`src/rtl/sdsh_pkg.sv`:
```
// sdsh_pkg: shared widths, codes and reset constants for the step detector
// with speed hold; no dependencies, used by the top level and the testbench
`default_nettype none

package sdsh_pkg;

    // field widths fixed by the interface
    localparam int MV_W   = 12;
    localparam int RPM_W  = 19;
    localparam int ACT_W  = 2;

    // default window depths
    localparam int VOLTAGE_WINDOW_DEF = 20;
    localparam int SPEED_WINDOW_DEF   = 20;

    // threshold after reset, millivolts
    localparam logic [MV_W-1:0] THRESH_RESET = 12'd3000;

    // result action codes
    typedef enum logic [ACT_W-1:0] {
        ACT_NONE    = 2'd0,
        ACT_HOLD    = 2'd1,
        ACT_RELEASE = 2'd2
    } t_action;

endpackage

`default_nettype wire

```
`src/rtl/sdsh_cell.sv`:
```
// sdsh_cell: one sample slot of a window line
// hands its sample to the next cell on every shift; no package use
`default_nettype none

module sdsh_cell #(
    parameter int W = 12
) (
    input  wire logic         i_clk,
    input  wire logic         i_rst_n,
    input  wire logic         i_shift,
    input  wire logic [W-1:0] i_data,
    output logic      [W-1:0] o_data
);

    logic [W-1:0] r_data;

    // slot content, cleared at reset so early means include zeros
    always_ff @(posedge i_clk) begin
        if (!i_rst_n) begin
            r_data <= '0;
        end else if (i_shift) begin
            r_data <= i_data;
        end
    end

    assign o_data = r_data;

endmodule

`default_nettype wire

```
`src/rtl/sdsh_window.sv`:
```
// sdsh_window: sliding window built as a line of sdsh_cell with a running sum
// depends on sdsh_cell
`default_nettype none

module sdsh_window #(
    parameter int W         = 12,
    parameter int DEPTH     = 20,
    parameter bit IS_SIGNED = 1'b0,
    parameter int SUM_W     = W + $clog2(DEPTH)
) (
    input  wire logic             i_clk,
    input  wire logic             i_rst_n,
    input  wire logic             i_shift,
    input  wire logic [W-1:0]     i_sample,
    output logic      [SUM_W-1:0] o_sum
);

    localparam int EXT_W = SUM_W - W;

    logic [W-1:0]     w_tap [DEPTH];
    logic [SUM_W-1:0] w_new_ext;
    logic [SUM_W-1:0] w_old_ext;
    logic [SUM_W-1:0] r_sum;
    logic [SUM_W-1:0] n_sum;

    // line of cells, newest at the head, oldest at the tail
    for (genvar k = 0; k < DEPTH; k++) begin : g_cell
        if (k == 0) begin : g_head
            sdsh_cell #(.W(W)) u_cell (
                .i_clk   (i_clk),
                .i_rst_n (i_rst_n),
                .i_shift (i_shift),
                .i_data  (i_sample),
                .o_data  (w_tap[k])
            );
        end else begin : g_body
            sdsh_cell #(.W(W)) u_cell (
                .i_clk   (i_clk),
                .i_rst_n (i_rst_n),
                .i_shift (i_shift),
                .i_data  (w_tap[k-1]),
                .o_data  (w_tap[k])
            );
        end
    end

    // extend incoming and outgoing samples to sum width
    assign w_new_ext = {{EXT_W{IS_SIGNED & i_sample[W-1]}}, i_sample};
    assign w_old_ext = {{EXT_W{IS_SIGNED & w_tap[DEPTH-1][W-1]}}, w_tap[DEPTH-1]};

    // running sum: drop the oldest, add the newest
    always_comb begin
        n_sum = r_sum - w_old_ext + w_new_ext;
    end

    always_ff @(posedge i_clk) begin
        if (!i_rst_n) begin
            r_sum <= '0;
        end else if (i_shift) begin
            r_sum <= n_sum;
        end
    end

    assign o_sum = r_sum;

endmodule

`default_nettype wire

```
`src/rtl/step_detect_speed_hold_unit.sv`:
```
// step_detect_speed_hold_unit: top level of the pedal step detector with speed hold
// depends on sdsh_pkg and sdsh_window
//
// Usage:
//   Input channel (i_in_valid / o_in_stall) carries one voltage sample and one
//   speed sample per transfer. Output channel (o_out_valid / i_out_stall)
//   returns exactly one result per input transfer, in order.
//   Threshold is written through i_cfg_we / i_cfg_data while the block is idle.
// Pipeline: a result moves through three registered stages (window update,
//   compare and reciprocal multiply, quotient correction into the output
//   register), each passing on as soon as the next is free; one transfer
//   per cycle is taken while o_in_stall is low.
// Reset: synchronous, active low; clears both windows, both running sums,
//   the pressed flag and all stage valids, and loads the default threshold.
// Stall: a stalled result holds at the output; stages behind it keep filling
//   until full, then o_in_stall rises in the same cycle.
`default_nettype none

module step_detect_speed_hold_unit #(
    parameter int VOLTAGE_WINDOW = sdsh_pkg::VOLTAGE_WINDOW_DEF,
    parameter int SPEED_WINDOW   = sdsh_pkg::SPEED_WINDOW_DEF
) (
    input  wire logic                               i_clk,
    input  wire logic                               i_rst_n,
    // configuration
    input  wire logic                               i_cfg_we,
    input  wire logic        [sdsh_pkg::MV_W-1:0]   i_cfg_data,
    // input channel
    input  wire logic                               i_in_valid,
    output logic                                    o_in_stall,
    input  wire logic        [sdsh_pkg::MV_W-1:0]   i_sensor_mv,
    input  wire logic signed [sdsh_pkg::RPM_W-1:0]  i_motor_rpm,
    // output channel
    output logic                                    o_out_valid,
    input  wire logic                               i_out_stall,
    output logic             [sdsh_pkg::ACT_W-1:0]  o_action,
    output logic signed      [sdsh_pkg::RPM_W-1:0]  o_speed_target,
    output logic                                    o_pressed
);

    localparam int MV_W   = sdsh_pkg::MV_W;
    localparam int RPM_W  = sdsh_pkg::RPM_W;
    localparam int VSUM_W = MV_W + $clog2(VOLTAGE_WINDOW);
    localparam int SSUM_W = RPM_W + $clog2(SPEED_WINDOW);
    localparam int MAG_W  = SSUM_W;
    localparam int SHIFT_K = MAG_W + $clog2(SPEED_WINDOW);
    localparam int PROD_W = MAG_W + SHIFT_K;
    localparam int DIV_W  = $clog2(SPEED_WINDOW + 1);
    localparam int QD_W   = MAG_W + DIV_W;

    localparam logic [63:0]        RECIP64 = (64'd1 << SHIFT_K) / 64'(SPEED_WINDOW);
    localparam logic [SHIFT_K-1:0] RECIP   = RECIP64[SHIFT_K-1:0];
    localparam logic [DIV_W-1:0]   DIV_C   = DIV_W'(SPEED_WINDOW);
    localparam logic [VSUM_W-1:0]  THR_SCALED_RESET =
        VSUM_W'(int'(sdsh_pkg::THRESH_RESET) * VOLTAGE_WINDOW);

    // handshake
    logic w_accept;
    logic w_s1_go;
    logic w_s2_go;
    logic w_s1_ready;
    logic w_s2_ready;
    logic w_s3_ready;

    // state and stage registers
    logic [VSUM_W-1:0]        r_thr_scaled;
    logic                     r_was_pressed;
    logic                     r_s1_v;
    logic                     r_s2_v;
    logic                     r_s3_v;
    logic [VSUM_W-1:0]        w_vsum;
    logic signed [SSUM_W-1:0] w_ssum;

    sdsh_pkg::t_action        r_s2_act;
    logic                     r_s2_pressed;
    logic                     r_s2_neg;
    logic [MAG_W-1:0]         r_s2_mag;
    logic [PROD_W-1:0]        r_s2_prod;

    sdsh_pkg::t_action        r_s3_act;
    logic                     r_s3_pressed;
    logic [RPM_W-1:0]         r_s3_target;

    // stage two next values
    sdsh_pkg::t_action        n_s2_act;
    logic                     n_now_pressed;
    logic                     n_s2_neg;
    logic [MAG_W-1:0]         n_s2_mag;
    logic [PROD_W-1:0]        n_s2_prod;

    // stage three next values
    logic [MAG_W-1:0]         w_q_est;
    logic [QD_W-1:0]          w_qd;
    logic [QD_W-1:0]          w_rem;
    logic [MAG_W-1:0]         w_q;
    logic [MAG_W-1:0]         w_sq;
    logic [RPM_W-1:0]         n_s3_target;

    // stage readiness, back to front
    assign w_s3_ready = !r_s3_v || !i_out_stall;
    assign w_s2_ready = !r_s2_v || w_s3_ready;
    assign w_s1_ready = !r_s1_v || w_s2_ready;
    assign w_accept   = i_in_valid && w_s1_ready;
    assign w_s1_go    = r_s1_v && w_s2_ready;
    assign w_s2_go    = r_s2_v && w_s3_ready;
    assign o_in_stall = !w_s1_ready;

    // threshold kept pre-scaled by the window depth
    always_ff @(posedge i_clk) begin
        if (!i_rst_n) begin
            r_thr_scaled <= THR_SCALED_RESET;
        end else if (i_cfg_we) begin
            r_thr_scaled <= VSUM_W'(VSUM_W'(i_cfg_data) * VSUM_W'(VOLTAGE_WINDOW));
        end
    end

    // stage one: both windows shift on every input transfer
    sdsh_window #(
        .W         (MV_W),
        .DEPTH     (VOLTAGE_WINDOW),
        .IS_SIGNED (1'b0),
        .SUM_W     (VSUM_W)
    ) u_volt_win (
        .i_clk    (i_clk),
        .i_rst_n  (i_rst_n),
        .i_shift  (w_accept),
        .i_sample (i_sensor_mv),
        .o_sum    (w_vsum)
    );

    sdsh_window #(
        .W         (RPM_W),
        .DEPTH     (SPEED_WINDOW),
        .IS_SIGNED (1'b1),
        .SUM_W     (SSUM_W)
    ) u_speed_win (
        .i_clk    (i_clk),
        .i_rst_n  (i_rst_n),
        .i_shift  (w_accept),
        .i_sample (i_motor_rpm),
        .o_sum    (w_ssum)
    );

    // stage two: threshold compare, edge detect, magnitude times reciprocal
    always_comb begin
        n_now_pressed = w_vsum < r_thr_scaled;
        if (n_now_pressed == r_was_pressed) begin
            n_s2_act = sdsh_pkg::ACT_NONE;
        end else if (n_now_pressed) begin
            n_s2_act = sdsh_pkg::ACT_HOLD;
        end else begin
            n_s2_act = sdsh_pkg::ACT_RELEASE;
        end
        n_s2_neg  = w_ssum[SSUM_W-1];
        n_s2_mag  = n_s2_neg ? MAG_W'(-w_ssum) : MAG_W'(w_ssum);
        n_s2_prod = PROD_W'(n_s2_mag) * PROD_W'(RECIP);
    end

    // stage three: fix the estimate up by at most one, restore sign, zero the target unless hold
    always_comb begin
        w_q_est = r_s2_prod[SHIFT_K +: MAG_W];
        w_qd    = QD_W'(w_q_est) * QD_W'(DIV_C);
        w_rem   = QD_W'(r_s2_mag) - w_qd;
        w_q     = w_q_est + MAG_W'(w_rem >= QD_W'(DIV_C));
        w_sq    = r_s2_neg ? -w_q : w_q;
        if (r_s2_act == sdsh_pkg::ACT_HOLD) begin
            n_s3_target = w_sq[RPM_W-1:0];
        end else begin
            n_s3_target = '0;
        end
    end

    // stage valids and pressed flag
    always_ff @(posedge i_clk) begin
        if (!i_rst_n) begin
            r_s1_v        <= 1'b0;
            r_s2_v        <= 1'b0;
            r_s3_v        <= 1'b0;
            r_was_pressed <= 1'b0;
        end else begin
            if (w_accept) begin
                r_s1_v <= 1'b1;
            end else if (w_s1_go) begin
                r_s1_v <= 1'b0;
            end
            if (w_s1_go) begin
                r_s2_v        <= 1'b1;
                r_was_pressed <= n_now_pressed;
            end else if (w_s2_go) begin
                r_s2_v <= 1'b0;
            end
            if (w_s2_go) begin
                r_s3_v <= 1'b1;
            end else if (r_s3_v && !i_out_stall) begin
                r_s3_v <= 1'b0;
            end
        end
    end

    // stage payloads
    always_ff @(posedge i_clk) begin
        if (w_s1_go) begin
            r_s2_act     <= n_s2_act;
            r_s2_pressed <= n_now_pressed;
            r_s2_neg     <= n_s2_neg;
            r_s2_mag     <= n_s2_mag;
            r_s2_prod    <= n_s2_prod;
        end
        if (w_s2_go) begin
            r_s3_act     <= r_s2_act;
            r_s3_pressed <= r_s2_pressed;
            r_s3_target  <= n_s3_target;
        end
    end

    // output register drives the result channel
    assign o_out_valid    = r_s3_v;
    assign o_action       = r_s3_act;
    assign o_speed_target = r_s3_target;
    assign o_pressed      = r_s3_pressed;

endmodule

`default_nettype wire

```
`config.mk`:
```
export PLATFORM = sky130hd
export DESIGN_NAME = step_detect_speed_hold_unit
export DESIGN_NICKNAME = d
export VERILOG_FILES = /design/src/rtl/sdsh_pkg.sv /design/src/rtl/sdsh_cell.sv /design/src/rtl/sdsh_window.sv /design/src/rtl/step_detect_speed_hold_unit.sv
export SDC_FILE = /design/constraint.sdc
export NUM_CORES = 2
export LEC_CHECK = 0
export BUFFER_PORTS_ARGS = -buffer_cell sky130_fd_sc_hd__buf_2
export CAP_MARGIN = 20
export CORE_ASPECT_RATIO = 1.5
export CORE_MARGIN = 8
export CORE_UTILIZATION = 35
export CTS_CLUSTER_DIAMETER = 120
export CTS_CLUSTER_SIZE = 24
export DETAILED_ROUTE_END_ITERATION = 10
export GPL_ROUTABILITY_DRIVEN = 0
export GPL_TIMING_DRIVEN = 1
export SYNTH_ARGS = -nofsm -noshare
export SYNTH_HDL_FRONTEND = slang
export SYNTH_SLANG_ARGS = --single-unit
export TNS_END_PERCENT = 30
```
`constraint.sdc`:
```
create_clock -name i_clk -period 7.1 [get_ports i_clk]
set_input_delay 0.355 -clock i_clk [delete_from_list [all_inputs] [get_ports i_clk]]
set_output_delay 0.355 -clock i_clk [all_outputs]
set_load 0.005 [all_outputs]
```
==> results by group <==
Status
  – Run status: finished, violations left
  – Violations in the final reports: negative setup slack

Clock network
  – Clk slew on worst S/H paths: 0.10 ns
  – Clock Sinks: 748
  – Number of buffers on the longest clock path: 3
  – Clk_lat worst skew: 0.60 ns
  – TritonCTS clock tree: built
  – Root buf cell: clkbuf_16
  – TritonCTS Buffers: 38
  – H-tree levels: 2

Worst setup path
  – Critical Path Start Type: register
  – CP Data Arrival Time: 7.90 ns
  – Worst setup path class: reg2reg
  – FF-to-FF End: o_speed_target[15]
  – Reg2Reg Setup Slack: -0.46 ns
  – Slowest stage cell, crit path: a2111oi_4
  – Worst Reg2Reg Path Length in Cells: 36
  – Startpoint of the lowest-slack register-to-register path: r_s2_prod[35]
  – Crit end category: register
  – Req. time, crit path: 7.44 ns
  – Critical path fanouts, max: 6
  – Delay of the slowest cell on the worst path: 0.44 ns

Logic synthesis
  – Sequential-to-total area share from yosys stat: 0.385
  – Post-synth ARST share: 0
  – Average cell area after synthesis: 8.61 um2
  – Count of distinct cell types in the synthesized netlist: 71
  – Synthesized instance count: 4725
  – Predominant post-synthesis flop cell: dfxtp_1
  – Post-synthesis instance area: 0.0407 mm2
  – Number of enable flip-flop cells after synthesis: 68
  – Synthesis Warnings: 0
  – #FFs+latches synth: 748
  – Syn nets: 5286

Cells and area
  – Share of layout cells above drive strength 1: 0.120
  – # nets final: 5505
  – Most common library cell in the layout ignoring fill and taps: nand2_1
  – Most used cells in the layout excluding fill and tap cells: 1341 x nand2_1, 678 x dfxtp_1, 453 x a21boi_0
  – Layout filler cell count: 11815
  – Area growth from synthesis to layout: 14.9%

Routing
  – Drt via density: 4.72
  – Via count: 30710
  – Count of unresolved DRC violations after routing: 0
  – Final routed wirelength across all metal layers: 89400 um
  – Drt first pass iters: 5
  – Violation count after the first detailed-route iteration: 1670
  – Routed wire length per instance: 13.8 um
  – Number of routed nets with antenna violations: 0

Floorplan
  – Die boundary width: 294 um
  – IO Count: 72
  – Area of the core: 0.116 mm2
  – Core Rows: 153
  – Vertical die dimension: 434 um
  – Initial core utilization: 0.352
  – Die outline area: 0.128 mm2

Global routing
  – Met1 Track Usage GR: 0.161
  – Antenna violations before repair: 2
  – Met2 usage: 0.253
  – First-pass GRT wire length: 147000 um
  – Met3 usage in global routing: 0.0153
  – Vias in the first global route: 29843
  – Maximum number of pins on one net before global-route repair: 245
  – Total global routing track utilization: 0.138
  – GRT Residual Overflow: 0
  – Busiest layer in global routing: met2

Timing
  – Final critical path time including I/O delays and setup: 7.56 ns
  – Number of failing hold endpoints at the final stage: 0
  – Final setup skew: 0.0195 ns
  – Highest attainable clock frequency: 132 MHz
  – Actual slew at the worst max-slew pin: 1.20 ns
  – Final setup violating endpoints: 21
  – Pins over their slew limit: 0
  – Fraction of the cycle the final worst path needs: 1.07
  – Setup repair after global routing missed its margin: yes
  – Worst rel slew slack: 0.202
  – Post-route worst setup slack: -0.463 ns

Min path
  – Hold path depth: 3
  – Endpoint of the worst hold path: u_speed_win.g_cell[0].g_head.u_cell.o_data[1]
  – Worst Min Path Start: i_motor_rpm[1]
  – Path type of the worst min-delay path: in2reg

Placed design
  – Detailed placement HPWL: 63800 um
  – Total of buffers placed on input and output ports: 71
  – Worst slack after detailed placement: -0.689 ns

Run
  – Max-cap violations: 0
## final cells by class
cell class	count	area, um2	share of cell area
clock buffers	41	972	0.0208
inverters	452	1700	0.0365
clock inverters	6	87.6	0.00187
well taps	1550	1940	0.0415
flip-flops and latches	748	15700	0.335
multi-input cells	3285	23300	0.498
repair buffers	419	3120	0.0668
diodes	1	2.50	0.0000535
## synthesized netlist by cell type (all sizes together), types with 26 or more instances
cell,number,share of area
a21boi,456,0.084
a21o,40,0.0074
a21oi,266,0.033
and2,29,0.0045
clkbuf,216,0.020
dfxtp,680,0.33
edfxtp,68,0.050
fa,185,0.091
ha,328,0.10
inv,452,0.042
nand2,1346,0.12
nand3,39,0.0048
nor2,81,0.0075
nor3,26,0.0032
o21a,31,0.0057
o21ai,84,0.010
xnor2,86,0.019
xor2,40,0.0086
## flip-flops by register name, summed over array words and instances (netlist names)
name / flops
u_speed_win.o_sum: 24
o_action: 2
u_speed_win.g_cell.g_head.u_cell.o_data: 19
u_volt_win.g_cell.g_body.u_cell.o_data: 228
u_speed_win.g_cell.g_body.u_cell.o_data: 361
r_s2_act: 2
r_s2_mag: 22
o_pressed: 1
u_volt_win.o_sum: 17
o_out_valid: 1
r_thr_scaled: 15
u_volt_win.g_cell.g_head.u_cell.o_data: 12
r_s2_neg: 1
r_s2_pressed: 1
o_speed_target: 19
r_was_pressed: 1
r_s2_prod: 20
r_s1_v: 1
r_s2_v: 1
## per-layer routing
metal	up-vias	routed length (um)
met5	-	0
met4	0	3950
met3	173	2070
met2	313	45200
met1	14487	38200
li1	15737	-
## logic make-up after synthesis
group | synth area share
simple gates | 0.161
compound gates | 0.167
flops | 0.385
buf+inv | 0.0645
fa+ha+maj | 0.192
xor+xnor | 0.0271
mux | 0.00344
## worst max-delay path by stage
stage                              start                  to  slack, ns  depth (start not counted)
global placement           r_s2_prod[32]  o_speed_target[18]      -0.62                         35
global route               r_s2_prod[31]  o_speed_target[15]      -0.74                         38
detailed placement         r_s2_prod[32]  o_speed_target[18]      -0.69                         35
floorplan           u_speed_win.o_sum[5]       r_s2_prod[47]     -0.005                         28
CTS                 u_speed_win.o_sum[5]       r_s2_prod[47]      -0.15                         27
finish                     r_s2_prod[35]  o_speed_target[15]      -0.46                         36
## repair_timing
| item | in CTS | in global routing |
|---|---|---|
| hold buffers | 15 | 0 |
| gates resized for setup | 66 | 50 |
| setup endpoints to repair | 32 | 33 |
| endpoints found under the hold margin | 15 | 0 |
| setup buffers | 32 | 13 |
| pin swaps | 60 | 57 |
## per-stage QoR
| stage | setup TNS (ns) | util | hold slack (ns) | area (um2) | cells |
|---|---|---|---|---|---|
| finish | -4.65 | 0.404 | 0.0343 | 46800 | 6502 |
| global route | -12.41 | 0.404 | 0.0164 | 46800 | 6502 |
| CTS | -0.780 | 0.401 | 0.000148 | 46300 | 6487 |
| detailed placement | -10.73 | 0.386 | 0.443 | 44600 | 6394 |
| global placement | -7.80 | 0.386 | 0.436 | 44600 | 6394 |
| floorplan | -0.00456 | - | 0.400 | 41000 | 4725 |
## worst max-delay path: cells and delay by family (launching register included)
family / cells / cell delay (ns)
flops: 1 / 0.43
xor+xnor: 2 / 0.35
buf+inv: 4 / 0.60
simple gates: 9 / 1.06
fa+ha+maj: 4 / 1.23
mux: 2 / 0.24
compound gates: 15 / 3.40
Power is left out: the tool's default activity adds up to more than one toggle a clock period on the data nets, which glitch-free logic cannot reach.
